==> config.mk <==
export PLATFORM = sky130hd
export DESIGN_NAME = watchdog_two_stage_timer
export DESIGN_NICKNAME = d
export VERILOG_FILES = /design/src/rtl/wdt_pkg.sv /design/src/rtl/wdt_core.sv /design/src/rtl/watchdog_two_stage_timer.sv
export SDC_FILE = /design/constraint.sdc
export NUM_CORES = 1
export LEC_CHECK = 0
export ABC_AREA = 1
export BUFFER_PORTS_ARGS = -buffer_cell sky130_fd_sc_hd__buf_4
export CORE_UTILIZATION = 40
export CTS_CLUSTER_DIAMETER = 50
export DETAILED_ROUTE_END_ITERATION = 16
export PLACE_DENSITY_LB_ADDON = 0.1
export REMOVE_ABC_BUFFERS = 1
export SLEW_MARGIN = 10
export SYNTH_ARGS = -nofsm -noshare
export SYNTH_HDL_FRONTEND = slang
export SYNTH_SLANG_ARGS = --single-unit
==> constraint.sdc <==
create_clock -name clk -period 2.46 [get_ports clk]
set_input_delay 0.246 -clock clk [delete_from_list [all_inputs] [get_ports clk]]
set_output_delay 0.246 -clock clk [all_outputs]
set_load 0.01 [all_outputs]
==> src/rtl/wdt_pkg.sv <==
// Shared types and constants for the two-stage watchdog timer.
// No dependencies.
`default_nettype none

package wdt_pkg;

  typedef enum logic [1:0] {
    OP_TICK  = 2'd0,
    OP_READ  = 2'd1,
    OP_WRITE = 2'd2,
    OP_NOP   = 2'd3
  } op_t;

  localparam logic [31:0] KEY_VALUE   = 32'h1ACCE551;

  localparam logic [11:0] OFS_LOAD    = 12'h000;
  localparam logic [11:0] OFS_VALUE   = 12'h004;
  localparam logic [11:0] OFS_CTRL    = 12'h008;
  localparam logic [11:0] OFS_INTCLR  = 12'h00C;
  localparam logic [11:0] OFS_RIS     = 12'h010;
  localparam logic [11:0] OFS_MIS     = 12'h014;
  localparam logic [11:0] OFS_LOCK    = 12'hC00;
  localparam logic [11:0] OFS_ID_BASE = 12'hFE0;

  localparam int CTRL_IE_BIT = 0;
  localparam int CTRL_RE_BIT = 1;

  typedef struct packed {
    op_t         op;
    logic [11:0] ofs;
    logic [31:0] data;
  } wdt_req_t;

  typedef struct packed {
    logic [31:0] read_data;
    logic        irq;
    logic        reset_out;
  } wdt_rsp_t;

  // Peripheral/PrimeCell ID bytes, 0xFE0..0xFFC
  function automatic logic [7:0] id_word(input logic [2:0] idx);
    logic [7:0] w;
    case (idx)
      3'd0:    w = 8'h05;
      3'd1:    w = 8'h18;
      3'd2:    w = 8'h14;
      3'd3:    w = 8'h00;
      3'd4:    w = 8'h0D;
      3'd5:    w = 8'hF0;
      3'd6:    w = 8'h05;
      3'd7:    w = 8'hB1;
      default: w = 8'h00;
    endcase
    return w;
  endfunction

endpackage

`default_nettype wire

==> src/rtl/wdt_core.sv <==
// Watchdog register file, down-counter and expiry logic.
// Depends on wdt_pkg. State commits only when adv is high.
`default_nettype none

module wdt_core
  import wdt_pkg::*;
#(
  parameter int COUNT_WIDTH = 32
) (
  input  wire logic     clk,
  input  wire logic     rst,
  input  wire logic     adv,
  input  wire wdt_req_t req,
  output wdt_rsp_t      rsp
);

  logic [COUNT_WIDTH-1:0] load_reg, load_reg_next;
  logic [COUNT_WIDTH-1:0] down_count, down_count_next;
  logic irq_en, irq_en_next;
  logic reset_en, reset_en_next;
  logic raw_int, raw_int_next;
  logic write_locked, write_locked_next;
  logic reset_req, reset_req_next;
  logic [31:0] rd;

  always_comb begin
    load_reg_next     = load_reg;
    down_count_next   = down_count;
    irq_en_next       = irq_en;
    reset_en_next     = reset_en;
    raw_int_next      = raw_int;
    write_locked_next = write_locked;
    reset_req_next    = reset_req;
    rd                = 32'd0;

    case (req.op)
      OP_TICK: begin
        if (irq_en && !reset_req) begin
          if (down_count != '0) begin
            down_count_next = down_count - COUNT_WIDTH'(1);
          end else if (raw_int && reset_en) begin
            // second expiry with no service
            reset_req_next = 1'b1;
          end else begin
            raw_int_next    = 1'b1;
            down_count_next = load_reg;
          end
        end
      end
      OP_READ: begin
        case (req.ofs)
          OFS_LOAD:  rd = 32'(load_reg);
          OFS_VALUE: rd = 32'(down_count);
          OFS_CTRL:  rd = {30'd0, reset_en, irq_en};
          OFS_RIS:   rd = {31'd0, raw_int};
          OFS_MIS:   rd = {31'd0, raw_int & irq_en};
          OFS_LOCK:  rd = {31'd0, write_locked};
          default: begin
            if (req.ofs >= OFS_ID_BASE && req.ofs[1:0] == 2'b00) begin
              rd = 32'(id_word(req.ofs[4:2]));
            end
          end
        endcase
      end
      OP_WRITE: begin
        if (req.ofs == OFS_LOCK) begin
          write_locked_next = (req.data != KEY_VALUE);
        end else if (!write_locked) begin
          case (req.ofs)
            OFS_LOAD: begin
              load_reg_next   = req.data[COUNT_WIDTH-1:0];
              down_count_next = req.data[COUNT_WIDTH-1:0];
            end
            OFS_CTRL: begin
              // enabling restarts the count from the load value
              if (req.data[CTRL_IE_BIT] && !irq_en) begin
                down_count_next = load_reg;
              end
              irq_en_next   = req.data[CTRL_IE_BIT];
              reset_en_next = req.data[CTRL_RE_BIT];
            end
            OFS_INTCLR: begin
              raw_int_next    = 1'b0;
              down_count_next = load_reg;
            end
            default: ;
          endcase
        end
      end
      default: ;
    endcase

    rsp.read_data = rd;
    rsp.irq       = raw_int_next & irq_en_next;
    rsp.reset_out = reset_req_next;
  end

  always_ff @(posedge clk) begin
    if (rst) begin
      load_reg     <= '1;
      down_count   <= '1;
      irq_en       <= 1'b0;
      reset_en     <= 1'b0;
      raw_int      <= 1'b0;
      write_locked <= 1'b0;
      reset_req    <= 1'b0;
    end else if (adv) begin
      load_reg     <= load_reg_next;
      down_count   <= down_count_next;
      irq_en       <= irq_en_next;
      reset_en     <= reset_en_next;
      raw_int      <= raw_int_next;
      write_locked <= write_locked_next;
      reset_req    <= reset_req_next;
    end
  end

endmodule

`default_nettype wire

==> src/rtl/watchdog_two_stage_timer.sv <==
// Two-stage watchdog timer top: input register, core, result register.
// Depends on wdt_pkg and wdt_core.
//
//   channel | handshake          | payload
//   --------+--------------------+------------------------------------
//   in      | in_valid/in_stall  | opcode, reg_offset, write_data
//   out     | out_valid/out_stall| read_data, irq, reset_out
//
// The result is captured in the result register once the item leaves the input
// register; one item per cycle sustained while out_stall is low. The core
// state update is combinational logic between the input and result registers.
// rst is synchronous: control state clears, load and count reset to all ones.
// out_stall holds the result register; in_stall rises only when the input
// register is full and cannot move on.
`default_nettype none

module watchdog_two_stage_timer
  import wdt_pkg::*;
#(
  parameter int COUNT_WIDTH = 32
) (
  input  wire logic        clk,
  input  wire logic        rst,
  input  wire logic        in_valid,
  output logic             in_stall,
  input  wire logic [1:0]  opcode,
  input  wire logic [11:0] reg_offset,
  input  wire logic [31:0] write_data,
  output logic             out_valid,
  input  wire logic        out_stall,
  output logic [31:0]      read_data,
  output logic             irq,
  output logic             reset_out
);

  logic     s1_valid;
  wdt_req_t s1_req;
  wdt_rsp_t rsp;
  logic     out_ready;
  logic     adv;

  assign out_ready = !out_valid || !out_stall;
  assign adv       = s1_valid && out_ready;
  assign in_stall  = s1_valid && !out_ready;

  wdt_core #(
    .COUNT_WIDTH(COUNT_WIDTH)
  ) u_core (
    .clk(clk),
    .rst(rst),
    .adv(adv),
    .req(s1_req),
    .rsp(rsp)
  );

  always_ff @(posedge clk) begin
    if (rst) begin
      s1_valid <= 1'b0;
    end else if (!in_stall) begin
      s1_valid <= in_valid;
    end
    if (in_valid && !in_stall) begin
      s1_req <= '{op: op_t'(opcode), ofs: reg_offset, data: write_data};
    end
  end

  always_ff @(posedge clk) begin
    if (rst) begin
      out_valid <= 1'b0;
    end else if (out_ready) begin
      out_valid <= s1_valid;
    end
    if (adv) begin
      read_data <= rsp.read_data;
      irq       <= rsp.irq;
      reset_out <= rsp.reset_out;
    end
  end

`ifndef SYNTHESIS
  // reset request is sticky until rst
  a_reset_sticky: assert property (@(posedge clk) disable iff (rst)
    out_valid && reset_out |=> !out_valid || reset_out)
    else $error("reset_out dropped without rst");

  a_stall_only_full: assert property (@(posedge clk) disable iff (rst)
    in_stall |-> s1_valid && out_valid)
    else $error("input stalled with room in the pipeline");

  a_progress: assert property (@(posedge clk) disable iff (rst)
    s1_valid && !out_valid |=> out_valid)
    else $error("pending item did not reach result register");
`endif

endmodule

`default_nettype wire
# [After elaboration in Yosys (flattened, before gate mapping)]
# Memories as Yosys holds them, arrays and structs flattened. A register that Yosys moved wholly into a read port is not among the register bits.
# Cells that the tools add are included.
[word_totals] reg_bits=151 mem_bits_ro=56 in_bits=50 output_inout_bits=36 wordCells=86 memories=1
[mem_list] name="(name not given)" words=8 width=7 rd=1 rd_ports_with_merged_regs=1 write_ports=0 line_no="wdt_pkg.sv:43" source="case (idx)"
[op_classes] add_sub_neg=1 magnitude_cmp=1 eq_ne=15 muxes=26 bitwise=4 reduce_logical=23
[ops] op="$mux 32" n=6
[ops] op="$pmux 32 s6" n=1
[ops] op="$pmux 32 s3" n=1
[ops] op="$pmux 32 s2" n=1
[ops] op="$ne 32x29->1 const B" n=1
[ops] op="$reduce_bool 32->1" n=1
[ops] op="$sub 32x1->32 const B" n=1
[ops] op="$eq 12x4->1 const B" n=2
[ops] op="$eq 12x5->1 const B" n=2
[ops] op="$mux 1" n=14
[ops] op="$eq 12x12->1 const B" n=1
[ops] op="$eq 12x3->1 const B" n=1
[ops] op="$ge 12x12->1 const B" n=1
[ops] op="$logic_not 12->1" n=1
[ops] op="$reduce_and 5->1" n=2
[ops] op="$mux 8" n=1
[ops] op="$reduce_and 8->1" n=1
[ops] op="$logic_and 1x1->1" n=7
[ops] op="$logic_not 1->1" n=6
[ops] op="$ne 3x2->1 const B" n=2
[ops] op="$logic_not 2->1" n=2
[ops] op="$ne 2x2->1 const B" n=2
[ops] op="$ne 4x3->1 const B" n=1
[ops] op="$mux 3" n=1
[ops] op="9 further kinds" n=11

# [Depth between registers and ports, before layout]
[depth] ltp_word=7 mapped_depth=15 mapped_depth_nobuf=15

# [Cells and area by module]
# From an unflattened synthesis, not the netlist that was laid out.
[unflattened] hier_cells=1087 area_unflattened_um2=8420.6
[modules_own_cells] mod="wdt_core" n_inst=1 cells_each=995 area_per_inst_um2=5926.9 seq_area_each_um2=1381.3
[modules_own_cells] mod="watchdog_two_stage_timer" n_inst=1 cells_each=92 area_per_inst_um2=2493.6 seq_area_each_um2=2442.3

# [Least setup slack after synthesis]
# OpenSTA, ideal clock, no wires.
[synth_timing] path_kind="register -> register" from="register out_valid" to="register u_core.down_count[17]" setup_ns=0.117 arrival_ns=1.985 required_ns=2.343 setup_slack_ns=0.358 stages_incl_launch_ff=10 n_path_buf=1 period_less_slack_ns=2.102 path_cell_list="dfxtp_1 > a21oi_4 > nand2_1 > a21oi_1 > nand2_1 > inv_1 > nand3_2 > buf_2 > a21oi_1 > nand2_1"
[synth_between] elab_chain_cells=4
[synth_rtl] item="start, declared" line_no="watchdog_two_stage_timer.sv:29" source="output logic out_valid,"
[synth_rtl] item="start signal, assigned" line_no="watchdog_two_stage_timer.sv:71" source="out_valid <= s1_valid;"
[synth_rtl] item="$logic_not 1->1" line_no="watchdog_two_stage_timer.sv:42" source="assign out_ready = !out_valid || !out_stall;"
[synth_rtl] item="$logic_or 1x1->1" line_no="watchdog_two_stage_timer.sv:42"
[synth_rtl] item="$logic_and 1x1->1" line_no="watchdog_two_stage_timer.sv:43" source="assign adv = s1_valid && out_ready;"
[synth_rtl] item="net adv" line_no="watchdog_two_stage_timer.sv:40" source="logic adv;"
[synth_rtl] item="$reduce_and 8->1 (no line)"
[synth_rtl] item="end signal, assigned" line_no="wdt_core.sv:109" source="down_count <= down_count_next;"
[synth_rtl] item="end, declared" line_no="wdt_core.sv:18" source="logic [COUNT_WIDTH-1:0] down_count, down_count_next;"
# The timed path passes the listed nets, and every way through them passes these cells.
# A chain may end at the register's enable or synchronous reset.

# [Final worst setup path]
[layout_timing] from="register s1_req[39] (netlist name)" to="register read_data[16] (data pin)"
[layout_between] elab_chain_cells=2 elab_cells_between_ends=7 cone_classes="5 x eq/ne; 1 x mux; 1 x reduce/logical"
[layout_rtl] item="start, declared" line_no="watchdog_two_stage_timer.sv:37" source="wdt_req_t s1_req;"
[layout_rtl] item="start signal, assigned" line_no="watchdog_two_stage_timer.sv:63" source="s1_req <= '{op: op_t'(opcode), ofs: reg_offset, data: write_data};"
[layout_rtl] item="$eq 12x12->1, or another cell as far along" line_no="wdt_core.sv:51" source="case (req.ofs)"
[layout_rtl] item="$pmux 32 s6 (*)" line_no="wdt_core.sv:51"
[layout_rtl] item="end signal, assigned" line_no="watchdog_two_stage_timer.sv:74" source="read_data <= rsp.read_data;"
[layout_rtl] item="end, declared" line_no="watchdog_two_stage_timer.sv:31" source="output logic [31:0] read_data,"
# Mark *: on every way between the ends. The rest lies on a longest branch, timed or not.

==> flow_summary.toml <==
[critical_path]
cp-end-kind = "register"
ff2ff_setup_slack_ps = 310
cp_common_cell = "nand2_1"
arrival_ps = 2400
crit_fanout = 25
crit_chain = "nor2_1 -> nand2_1 -> nor2_4 -> nand2_1 -> nand3_1 -> nand2_4 -> a21oi_1"
critical_path_class = "register to register"
start_kind = "register"
crit_family = "simple AND/OR/NAND/NOR gates"
cpPeakStageDelay_ps = 410
crit_buf_inv = 0
slowest_stage = "edfxtp_1"
required_ps = 2710

[routing]
drc = 0
firstDrtPassIters = 6
wire_per_inst_um = 15.4
wirelength_um = 23500
vias = 7643
dr.first_iter.drc_count = 551
via_per_inst = 5.01
final_antenna_net_count = 0

[synthesis]
synth.area.top_cells = "edfxtp_1 (29%), dfxtp_1 (18%), nand2_1 (15%), inv_1 (6.9%), nand3_1 (5.5%)"
ys.warnings.count = 0
synth_area_sq_um = 8340
synth-edff-count = 80
synth-main-ff-cell = "edfxtp_1"
ys_seq_area_frac = 0.473
yosysMostFrequentCell = "nand2_1"
yosysUniqueCellTypes = 34
synth_top_area_share = 0.288
syn_inst = 1117
synth_top_cells_by_count = "nand2_1 (328), inv_1 (154), nor2_1 (119)"
synthArstFlopShare = 0
synth_seq_cells = 157
yosysTopAreaCell = "edfxtp_1"
avgSynthCellArea_sq_um = 7.47

[placement]
dp_cells = 1449
placed_cell_area_sq_um = 9310
io_buffers = 85
dp_hpwl_um = 16200
place.gp.congestion = 0.881

[sta]
drv_slew = 0
tns_ps = 0
period_share = 0.874
hold_viol_final = 0
setup_viol = 0
slew_headroom = 0.551
clock-skew-final_ps = 12.3
hold_ws_ps = 123
clock.fmax_mhz = 465
rsz0062_at_grt = "false"
max_slew.worst_pin.slew_ps = 674
min_period_ps = 2150

[power]
power.share.sequential = 0.482
swShare = 0.256
intPower_uw = 4500
ir_drop_v = 0.000372
pwr-share-clk = 0.439
power_switching_uw = 1550
p_comb_frac = 0.079
leakagePower_uw = 0.00487
power.density_nw_per_um2 = 584

[global_routing]
globalRouteTotalUtil = 0.227
grt.overflow.total = 0
grt_pass1_wl_um = 37900
grt_max_degree = 65
grt_pass1_vias = 7274
antenna_found_initial = 0

[floorplanning]
die_w_um = 146
num_io_pins = 86
dieHeight_um = 146
core_sq_um = 20400
rows = 52
initial_core_util = 0.409
die-area_sq_um = 21400

[cells_and_area]
num_antenna_cells = 0
final_util = 0.508
nets = 1298
drive_gt1_frac = 0.134
largest_register_ff_count = 46
layoutNonFillerInstCount = 1527
top_register = "s1_req"
final_area_sq_um = 10300
area_growth_pct = 24.1

[cts]
clkLatencyLatePin_ps = 440
cts_tree = "done"
clkSinkCount = 157
post-cts-setup-buffers = 0
clk_path_buf_depth = 2
root_buffer = "clkbuf_16"
cts_inserted_buffers = 17
htree_levels = 4
cts.clk_slew.worst_paths_ps = 70

[min_path]
hp-class = "primary input to register"

[run]
max_cap_violations = 0

[run_status]
status = "finished clean"
## worst register-to-register path: stages (launching register included)
cell and delay (ps):
edfxtp_1 410, nor2_1 130, nand2_1 130, nor2_4 260, nand2_1 170, nand3_1 300
nand2_4 290, a21oi_1 280
## final timing paths
| path | startpoint | to | cells after the start |
|---|---|---|---|
| min reg2reg | u_core.load_reg[9] | u_core.load_reg[9] | 2 |
| max | s1_req[39] | read_data[16] | 7 |
| min | out_stall | out_valid | 3 |
| max reg2reg | s1_req[39] | read_data[16] | 7 |
## routing by layer
layer  global-route usage  vias to the layer above  part of all wire
met3               0.0388                       22             0.045
li1                     -                     3928                 -
met4               0.0563                        0             0.011
met5                    0                        -                 0
met2                0.363                      208              0.45
met1                0.317                     3485              0.49
## stage by stage
step | total power [uW] | setup WS (ps)
after floorplan | 3180 | -766
after global placement | 3390 | 168
after detailed placement | 3390 | 172
after CTS | 6090 | 145
after global routing | 6250 | 132
final | 6040 | 310
## cell families after synthesis
| group | synth area share |
|---|---|
| AO/OA/AOI/OAI | 0.133 |
| XOR/XNOR | 0.00420 |
| adder cells (fa/ha/maj) | 0.00600 |
| buffers and inverters | 0.0986 |
| flip-flops | 0.473 |
| multiplexers | 0.00120 |
| AND/OR/NAND/NOR | 0.284 |
## area by class of cell
class	count	area, sq um
clock buffer	17	425
sequential	157	3940
timing repair buffer	156	1320
clock inverter	15	153
multi-input combinational	756	3580
fill	2017	10000
tap	270	338
inverter	156	586
## cells in the final DEF, fill, tap and decap left out, types with 4 or more instances in the layout
| cell type | synthesis | layout |
|---|---|---|
| nand3_1 | 91 | 91 |
| nor2_2 | 4 | 5 |
| dfxtp_1 | 77 | 77 |
| nand2_1 | 328 | 328 |
| dlygate4sd3_1 | 0 | 46 |
| buf_4 | 1 | 107 |
| nor4_1 | 5 | 5 |
| clkbuf_16 | 0 | 17 |
| inv_6 | 0 | 5 |
| nor3_1 | 6 | 6 |
| a21oi_1 | 54 | 54 |
| inv_1 | 154 | 153 |
| o22ai_1 | 30 | 30 |
| o21ai_0 | 27 | 27 |
| o21ai_1 | 5 | 5 |
| ha_1 | 4 | 4 |
| nor2_1 | 119 | 118 |
| nand4_1 | 12 | 12 |
| edfxtp_1 | 80 | 80 |
| o211ai_1 | 41 | 41 |
| o211ai_2 | 10 | 10 |
## repair_timing
item / in CTS / in global routing
endpoints found under the hold margin: 46 / 0
endpoints found under the setup margin: 0 / 1
resized for setup: 0 / 1
hold buffers: 46 / 0
## power by group through the flow
stage	Clock [uW]	Sequential (uW)	Combinational (uW)
after floorplan	0	2960	220
after global placement	0	2970	418
after detailed placement	0	2970	420
after CTS	2700	2910	480
after global routing	2800	2920	536
final	2650	2910	480
(Power assumes the default switching activity.)
